$ cat src/rtl/gray_box_blur_27x27_assert.svh
// ----------------------------------------------------------------------------
// gray box blur assertion macros
// concurrent assertion wrappers, empty when synthesizing
// ----------------------------------------------------------------------------
`ifndef GRAY_BOX_BLUR_27X27_ASSERT_SVH
`define GRAY_BOX_BLUR_27X27_ASSERT_SVH

`ifndef SYNTHESIS
// property must hold at every clock outside reset
`define GBB_ASSERT(label, clk, rst_n, prop) \
	label: assert property (@(posedge clk) disable iff (!rst_n) (prop)) \
		else $error("gbb assertion failed");
// consequent must hold on the clock after the antecedent
`define GBB_ASSERT_NEXT(label, clk, rst_n, ante, cons) \
	label: assert property (@(posedge clk) disable iff (!rst_n) (ante) |=> (cons)) \
		else $error("gbb assertion failed");
`else
`define GBB_ASSERT(label, clk, rst_n, prop)
`define GBB_ASSERT_NEXT(label, clk, rst_n, ante, cons)
`endif

`endif

$ cat src/rtl/gbb_pkg.sv
// ----------------------------------------------------------------------------
// gbb_pkg
// shared types and constants of the gray box blur
// ----------------------------------------------------------------------------
package gbb_pkg;

	localparam int CFG_W     = 12;
	localparam int PIX_W     = 8;
	localparam int CFG_IDX_W = 1;

	localparam logic [CFG_IDX_W-1:0] REG_IMAGE_WIDTH  = 1'b0;
	localparam logic [CFG_IDX_W-1:0] REG_IMAGE_HEIGHT = 1'b1;

	localparam logic OP_PIXEL = 1'b0;
	localparam logic OP_FLUSH = 1'b1;

	localparam logic [CFG_W-1:0] RST_WIDTH  = 12'd640;
	localparam logic [CFG_W-1:0] RST_HEIGHT = 12'd480;
	localparam logic [CFG_W-1:0] MAX_HEIGHT = 12'd4095;

	// luma weights, 16 fractional bits
	localparam logic [15:0] COEF_R = 16'd19661;
	localparam logic [15:0] COEF_G = 16'd38666;
	localparam logic [15:0] COEF_B = 16'd6554;

	// per item flags that travel with the column and window sums
	typedef struct packed {
		logic pix;        // pixel item in this slot
		logic row_first;  // first row of the frame
		logic row_full;   // row slot already holds an older row
		logic col_first;  // first column of the row
		logic col_full;   // window span of columns already pushed
	} gbb_ctl_t;

	function automatic logic [PIX_W-1:0] rgb_to_gray(
		input logic [PIX_W-1:0] b,
		input logic [PIX_W-1:0] g,
		input logic [PIX_W-1:0] r
	);
		logic [23:0] acc;
		acc = 24'(COEF_R) * 24'(r) + 24'(COEF_G) * 24'(g) + 24'(COEF_B) * 24'(b);
		return acc[23:16];
	endfunction

endpackage

$ cat src/rtl/gbb_cell.sv
// ----------------------------------------------------------------------------
// gbb_cell
// one column sum slot of the window chain
// ----------------------------------------------------------------------------
module gbb_cell #(
	parameter int W = 13
) (
	input  logic         clk,
	input  logic         shift,
	input  logic [W-1:0] d,
	output logic [W-1:0] q
);
	import gbb_pkg::*;

	logic [W-1:0] data_q;

	always_ff @(posedge clk) begin
		if (shift) begin
			data_q <= d;
		end
	end

	assign q = data_q;

endmodule

$ cat src/rtl/gbb_window.sv
// ----------------------------------------------------------------------------
// gbb_window
// chain of column sum cells and the running horizontal window sum
// ----------------------------------------------------------------------------
module gbb_window #(
	parameter int CELLS = 27,
	parameter int CSW   = 13,
	parameter int SUMW  = 18
) (
	input  logic              clk,
	input  logic              arst_n,
	input  logic              en,
	input  gbb_pkg::gbb_ctl_t ctl,
	input  logic [CSW-1:0]    cs_in,
	output logic [SUMW-1:0]   win_sum
);
	import gbb_pkg::*;

	logic [CSW-1:0]  chain [CELLS];
	logic            shift;
	logic [SUMW-1:0] win_q;
	logic [SUMW-1:0] win_base;
	logic [SUMW-1:0] win_drop;

	assign shift = en && ctl.pix;

	// cell i holds the column sum pushed i+1 pixels ago
	for (genvar i = 0; i < CELLS; i++) begin : g_cell
		if (i == 0) begin : g_head
			gbb_cell #(.W(CSW)) u_cell (
				.clk  (clk),
				.shift(shift),
				.d    (cs_in),
				.q    (chain[i])
			);
		end else begin : g_body
			gbb_cell #(.W(CSW)) u_cell (
				.clk  (clk),
				.shift(shift),
				.d    (chain[i-1]),
				.q    (chain[i])
			);
		end
	end

	assign win_base = ctl.col_first ? '0 : win_q;
	assign win_drop = ctl.col_full ? SUMW'(chain[CELLS-1]) : '0;

	always_ff @(posedge clk or negedge arst_n) begin
		if (!arst_n) begin
			win_q <= '0;
		end else if (shift) begin
			win_q <= win_base + SUMW'(cs_in) - win_drop;
		end
	end

	assign win_sum = win_q;

endmodule

$ cat config.mk
export PLATFORM = sky130hd
export DESIGN_NAME = gbb_window
export DESIGN_NICKNAME = d
export VERILOG_FILES = /design/src/rtl/gray_box_blur_27x27_assert.svh /design/src/rtl/gbb_pkg.sv /design/src/rtl/gbb_cell.sv /design/src/rtl/gbb_window.sv
export SDC_FILE = /design/constraint.sdc
export NUM_CORES = 1
export LEC_CHECK = 0
export BUFFER_PORTS_ARGS = -buffer_cell sky130_fd_sc_hd__buf_2
export CORE_UTILIZATION = 55
export CTS_BUF_LIST = sky130_fd_sc_hd__clkbuf_16
export DETAILED_ROUTE_END_ITERATION = 7
export HOLD_SLACK_MARGIN = 0.02
export PLACE_DENSITY = 0.75
export SETUP_SLACK_MARGIN = 0.4
export SYNTH_ARGS = -nofsm -noshare
export SYNTH_HDL_FRONTEND = slang
export SYNTH_HIERARCHICAL = 1
export SYNTH_SLANG_ARGS = --single-unit
$ cat constraint.sdc
create_clock -name clk -period 3.9 [get_ports clk]
set_clock_uncertainty 0.1 [all_clocks]
set_input_delay 0.585 -clock clk [delete_from_list [all_inputs] [get_ports clk]]
set_output_delay 0.585 -clock clk [all_outputs]
set_load 0.02 [all_outputs]
# == Word-level counts from Yosys, hierarchy flattened ==
# Index checks and enable logic that the tools add are counted.
# word_totals
ff_bits,369
output_inout_bits,18
word_cells,33
# op_classes
add_sub_neg,2
n_mux,2
reduce_logical,1
# op_table
op,n
adder 18 x 13 -> 18 bit,1
two-way mux 18 bit,1
subtractor 18 x 13 -> 18 bit,1
two-way mux 13 bit,1
logical AND 1 bit,1

# == Logic depth before layout (Yosys ltp) ==
# Gate-level depths: netlist of the first run.
# depth
depth_word,3
depth_mapped,15

# == Cells and area by module ==
# The synthesis of the first run kept the hierarchy.
# modules_own_cells
mod,n_inst,cells_per_inst,area_per_inst_um2,seq_area_each_um2
gbb_cell,27,13,390.4,390.4
gbb_window,1,253,2019.4,450.4

# == Least setup slack after synthesis of the first run ==
# Ideal clock, no wire load.
# synth_path
path_type,input to register
startpoint,in en
endpoint,"reg win_q[0], in the netlist win_sum[0]"
setup_time_ps,102
t_arrival_ps,8562
required_ps,3698
setup_slack_ps,-4863
stages,3
n_path_buf,0
cell_sequence,nand2_1 inv_1 mux2_2
# synth_between
elab_chain_len,1
# synth_rtl
element,line_no,rtl
from (decl),gbb_window.sv:12,"input logic en,"
logical AND 1 bit,gbb_window.sv:25,assign shift = en && ctl.pix;
net shift,gbb_window.sv:20,logic shift;
to (signal assigned),gbb_window.sv:53,win_q <= win_base + SUMW'(cs_in) - win_drop;
to (decl),gbb_window.sv:21,logic [SUMW-1:0] win_q;
# The timed path passes the listed nets, and every way through them passes these cells.
# A chain may end at the register's enable or synchronous reset.

# == Worst setup path in the final report of the first run ==
# layout_path
startpoint,reg g_cell[26].g_body.u_cell.data_q[2]
endpoint,"reg win_q[16], in the netlist win_sum[16]"
# layout_between
elab_chain_len,2
# layout_rtl
element,line_no,rtl
from (decl),gbb_cell.sv:15,logic [W-1:0] data_q;
from (signal assigned),gbb_cell.sv:19,data_q <= d;
two-way mux 13 bit,gbb_window.sv:47,assign win_drop = ctl.col_full ? SUMW'(chain[CELLS-1]) : '0;
subtractor 18 x 13 -> 18 bit,gbb_window.sv:53,
# No other way between the ends.

==> impl_metrics.tcl, run 1 <==
set metrics [dict create \
    die_area_um2 23400 \
    synthSimpleGateAreaFrac_pct 3.28 \
    cp.depth 12 \
    routedWlPerCell_um 17.3 \
    grt_pass1_wl_mm 27.4 \
    critPathMaxStageDelay_ps 500 \
    critical_path_class "flip-flop to flip-flop" \
    cts_buffers 35 \
    powerDensity_nw_per_um2 645 \
    viasPerCell 5.22 \
    seqCellArea_um2 11000 \
    dieHeight_um 153 \
    antenna_found_initial 0 \
    port_buffers 36 \
    start_util_pct 56.8 \
    ys_seq_elements 369 \
    synth_compound_area_share_pct 2.91 \
    slew_headroom_pct 49.9 \
    syn-cell-area_um2 12600 \
    synth_seq_area_share_pct 87.5 \
    max_clock_freq_mhz 301 \
    synth_xor_area_share_pct 0.628 \
    grt_pass1_vias 5270 \
    ys_dominant_reg_cell "edfxtp_1" \
    postCtsSetupBuffers 0 \
    r2r-start "g_cell[26].g_body.u_cell/q[2]" \
    final_cell_mix "351 x edfxtp_1, 52 x inv_1, 43 x nand2_1" \
    ant_nets 0 \
    grt_max_degree 98 \
    p_leak_nw 5.14 \
    synth.net_count 656 \
    crit_chain "and2_1 > fa_1 > inv_1 > ha_1 > nor2b_1 > o21ai_1 > nand2b_2 > a211oi_2 > o41ai_2 > o41ai_1 > nor4b_1 > a211o_1" \
    numClockSinks 369 \
    cts.path.max_buffers 3 \
    cts_tree "done" \
    drive_gt1_share_pct 15.7 \
    rsz0062_at_grt "false" \
    regToRegEndpoint "win_sum[16]" \
    place_congestion 0.780 \
    rows 54 \
    cp.required_ps 4190 \
    fin_crit_ps 3320 \
    synth.distinct_cells 47 \
    synth_edf_count 351 \
    end_kind "flip-flop" \
    root_buffer "clkbuf_16" \
    ff2ff_path_depth 12 \
    num_io_pins 39 \
    r2r_slack_ps 580 \
    die_x_um 153 \
    fin_nets 733 \
    synth_fa_ha_area_share_pct 3.87 \
    finalMaxSlewViolations 0 \
    critPathArrivalTime_ps 3610 \
    maxCapViolCount 0 \
    endpoint "win_sum[16]" \
    dp_hpwl_mm 9.54 \
    multi_input_area_um2 1400 \
    diodes 0 \
    clkTransAtPathRegs_ps 70 \
    drtIter0Drc 313 \
    drcViolationCount 0 \
    holdWs_ps 165 \
    area_delta_synth_final_pct 14.6 \
    worstMarginPinSlew_ps 750 \
    core_area_um2 22100 \
    critPathLaunch "g_cell[26].g_body.u_cell/q[2]" \
    synth_top_family_by_area "adder cells" \
    hold_class "primary input to flip-flop" \
    synthArstFlopShare_pct 4.88 \
    final_common_cell "edfxtp_1" \
    worst_setup_path_start_kind "flip-flop" \
    setup_viol 0 \
    synth_area_per_cell_um2 20.8 \
    drtPass1Iterations 4 \
    critical_path.top_delay_family "compound AO/OA/AOI/OAI gates" \
    fin_crit_sh_pct 85.2 \
    status "finished, final reports clean" \
    nFillCells 1418 \
    grt_use_total_pct 15.3 \
    grt_overflow_total 0 \
    num_vias 5155 \
    vdd_drop_max_uv 426 \
    cp.buffers_inverters 1 \
    syn_inst 604 \
    hold_viol_final 0 \
    h-tree-depth 2 \
    fin_util_pct 65.1 \
    crit_fanout 4 \
    yosysWarnings 6 \
    drt_wl_total_mm 17.1 \
    clock_latency_ps 510 \
    cpMaxStageDelayCell "fa_1" \
    synthMuxAreaShare_pct 0.169 \
]
repair_timing:
action / CTS / global route
hold buffers: 1 / 0
gates resized for setup: 0 / 2
endpoints found under the setup margin: 0 / 1
hold endpoints to repair: 18 / 0
registers in the layout, indices dropped and copies added (netlist names):
name	flops
g_cell.g_body.u_cell/q	338
win_sum	18
g_cell.g_head.u_cell/q	13
synth_stat cells (all sizes together) (5+ instances only):
cell,count,area share (%)
o21ai,17,0.71
clkbuf,5,0.15
dfrtp,18,3.6
and2,13,0.65
a21oi,14,0.59
inv,49,1.5
edfxtp,351,84
nor2,8,0.24
nand2,44,1.3
xor2,6,0.42
fa,13,2.1
ha,18,1.8
layout make-up:
type | count | share of cell area (%)
Timing Repair Buffer | 45 | 2.09
Clock inverter | 27 | 1.63
Clock buffer | 37 | 6.43
Multi-Input combinational cell | 180 | 9.72
Tap cell | 280 | 2.43
Inverter | 50 | 1.33
Sequential cell | 369 | 76.4
metrics by stage:
stage	worst slack (ps)	setup TNS, ps	instance area [µm²]	total power, mW	cells
after floorplan	-2590	-906400	12600	5.67	604
after global placement	225	0	13200	5.94	923
after detailed placement	183	0	13200	6.00	923
after CTS	575	0	14400	9.36	988
after global routing	403	0	14400	9.67	988
final	576	0	14400	9.28	988
metal layers:
metal	vias up	global-route usage (%)	wire length, µm
met2	83	23.4	7910
met1	2621	21.2	7800
met4	0	4.52	288
met5	-	0	0
li1	2420	-	-
met3	31	5.19	1070
how the worst min path moves through the flow:
stage	from	endpoint	cells past startpoint
global route	cs_in[12]	g_cell[0].g_head.u_cell/q[12]	1
CTS	cs_in[9]	g_cell[0].g_head.u_cell/q[9]	1
finish	cs_in[10]	g_cell[0].g_head.u_cell/q[10]	1
detailed placement	g_cell[9].g_body.u_cell/q[2]	g_cell[10].g_body.u_cell/q[2]	0
global placement	g_cell[18].g_body.u_cell/q[2]	g_cell[19].g_body.u_cell/q[2]	0
floorplan	arst_n	win_sum[0]	0
logic make-up (layout without fill, tap and decap cells):
| kind of cell | after synthesis | after routing |
|---|---|---|
| buffers and inverters | 55 | 159 |
| DFF | 369 | 369 |
| adders and majority gates | 31 | 31 |
| AOI/OAI and AO/OA | 53 | 53 |
| and+or+nand+nor | 85 | 85 |
| xor gates and xnor gates | 9 | 9 |
| muxes | 2 | 2 |
power by group:
group	internal [mW]	switching, mW
clock network	1.94	1.40
logic	0.467	0.779
registers	4.58	0.119
No activity file was read; power rests on OpenSTA's default activity.
==> inputs of run 2 (changes only) <==
- ABC_AREA: default -> 1
==> impl_metrics.tcl, run 2 <==
set metrics [dict create \
    total_power_mw 9.27 \
    dp.cells 1023 \
    fin_crit_sh_pct 70.1 \
    final_common_cell "edfxtp_1" \
    top_usage_layer "met1" \
    clock_latency_ps 510 \
    cts_resized 0 \
    syn-cell-area_um2 12700 \
    synthMuxAreaShare_pct 0 \
    place_congestion 0.862 \
    met3_usage_pct 4.51 \
    place_area_um2 13400 \
    core_area_um2 22700 \
    final_cell_mix "351 x edfxtp_1, 126 x nand2_1, 92 x inv_1" \
    ys_dominant_reg_cell "edfxtp_1" \
    h-tree-depth 2 \
    ant_nets 0 \
    p_leak_nw 5.50 \
    hold_class "primary input to flip-flop" \
    port_buffers 36 \
    grt_pass1_vias 5575 \
    cts_buffers 37 \
    status "finished, final reports clean" \
    finalMaxSlewViolations 0 \
    synth.distinct_cells 24 \
    max_clock_freq_mhz 366 \
    largest_reg_flops 338 \
    dieHeight_um 154 \
    rows 55 \
    drt_wl_total_mm 17.9 \
    synthArstFlopShare_pct 4.88 \
    critical_path_class "primary input to flip-flop" \
    grt_use_met2_pct 22.8 \
    drive_gt1_share_pct 12.3 \
    grt_use_total_pct 16.1 \
    setup_viol 0 \
    tns_ps 0 \
    vdd_drop_max_uv 377 \
    grt_overflow_total 0 \
    cp.required_ps 4230 \
    die_x_um 154 \
    post-place-ws_ps 676 \
    num_vias 5557 \
    synth_top_area_share_pct 82.7 \
    synthSimpleGateAreaFrac_pct 5.53 \
    end_kind "flip-flop" \
    critPathArrivalTime_ps 3070 \
    viasPerCell 5.10 \
    rsz0062_at_grt "false" \
    synth_fa_ha_area_share_pct 3.81 \
    yosys.area.top_type "edfxtp_1" \
    ys_seq_elements 369 \
    seqCellArea_um2 11000 \
    syn_inst 698 \
    start_util_pct 56.1 \
    fin_crit_ps 2740 \
    maxCapViolCount 0 \
    cts_tree "done" \
    grt_max_degree 134 \
    hold_viol_final 0 \
    grt_pass1_wl_mm 29.4 \
    diodes 0 \
    yosysWarnings 6 \
    synthTopCellsByCount "351 x edfxtp_1, 126 x nand2_1, 83 x inv_1" \
    yosys-top-cells-area "edfxtp_1 83%, nand2_1 3.7%, dfrtp_1 3.5%, inv_1 2.4%, fa_1 2.0%" \
    cts.path.max_buffers 3 \
    synth.net_count 750 \
    fin_util_pct 63.9 \
    holdWs_ps 164 \
    die_area_um2 23800 \
    dp_hpwl_mm 9.95 \
    synth_area_per_cell_um2 18.3 \
    drtPass1Iterations 5 \
    post-synth-top-count-cell "edfxtp_1" \
    drcViolationCount 0 \
    fin_nets 830 \
    num_io_pins 39 \
    multi_input_area_um2 1410 \
    crit_fanout 10 \
    synth_edf_count 351 \
    numClockSinks 369 \
    worstMarginPinSlew_ps 881 \
    synth_seq_area_share_pct 86.2 \
    antenna_found_initial 0 \
    area_delta_synth_final_pct 13.8 \
    postCtsSetupBuffers 0 \
    worst_setup_path_start_kind "primary input" \
    nFillCells 1513 \
    powerDensity_nw_per_um2 639 \
    synth_xor_area_share_pct 0.412 \
    synth_top_family_by_area "simple AND/OR/NAND/NOR gates" \
    instances_no_fill 1089 \
    root_buffer "clkbuf_16" \
    final_area_um2 14500 \
    setup_ws_ps 1160 \
    slew_headroom_pct 41.2 \
    drtIter0Drc 489 \
    routedWlPerCell_um 16.4 \
    clkTransAtPathRegs_ps 60 \
    met1_usage_pct 24.7 \
    synth_compound_area_share_pct 1.33 \
]
==> run 2: worst max-delay path: stages <==
cell and delay (ps):
buf_2 100, clkinv_1 290, buf_4 300, nand2_1 90
fa_1 420, inv_1 70, ha_1 270, nand2_1 160
inv_1 50, nand2_1 60, nand2_1 70, nand2_1 70
nand2_1 60, nor2_1 150, nand2_1 80, nand2_1 60
nand3_1 80, nand2_1 110
==> run 2: repair_timing <==
action                     CTS  global route
hold endpoints to repair    18             0
setup endpoints to repair    0             0
hold buffers                 1             0
==> run 2: cells by family after synthesis <==
group / count (synthesis)
flops: 369
compound gates: 31
fa+ha+maj: 31
buf+inv: 89
xor+xnor: 6
simple gates: 172
==> run 2: power by group <==
group | leakage (nW) | switching, mW | internal, mW | total [mW]
clock | 0.589 | 1.37 | 1.92 | 3.30
combinational | 1.39 | 0.846 | 0.437 | 1.28
sequential | 3.52 | 0.111 | 4.58 | 4.69
total | 5.50 | 2.33 | 6.94 | 9.27
==> run 2: layer usage <==
metal	part of all wire, %	vias up
li1	-	2634
met1	48	2750
met2	44	141
met3	6.5	32
met4	1.9	0
met5	0	-
==> run 2: path summary, 6_finish.rpt <==
kind | from | endpoint | slack, ps | cells after the start
worst max-delay path | ctl[1] | win_sum[17] | 1160 | 18
worst min-delay path | cs_in[2] | g_cell[0].g_head.u_cell/q[2] | 160 | 1
worst max register to register | g_cell[26].g_body.u_cell/q[1] | win_sum[14] | 1310 | 14
worst min register to register | g_cell[12].g_body.u_cell/q[3] | g_cell[13].g_body.u_cell/q[3] | 310 | 0
max in group asynchronous | arst_n | win_sum[16] | 2910 | 2
min in group asynchronous | arst_n | win_sum[3] | 480 | 2
==> run 2: layout make-up <==
| class | count | area share, % |
|---|---|---|
| Clock inverter | 28 | 1.41 |
| Tap cell | 285 | 2.46 |
| Multi-Input combinational cell | 240 | 9.73 |
| Inverter | 84 | 2.23 |
| Clock buffer | 37 | 6.38 |
| Timing Repair Buffer | 46 | 2.04 |
| Sequential cell | 369 | 75.8 |
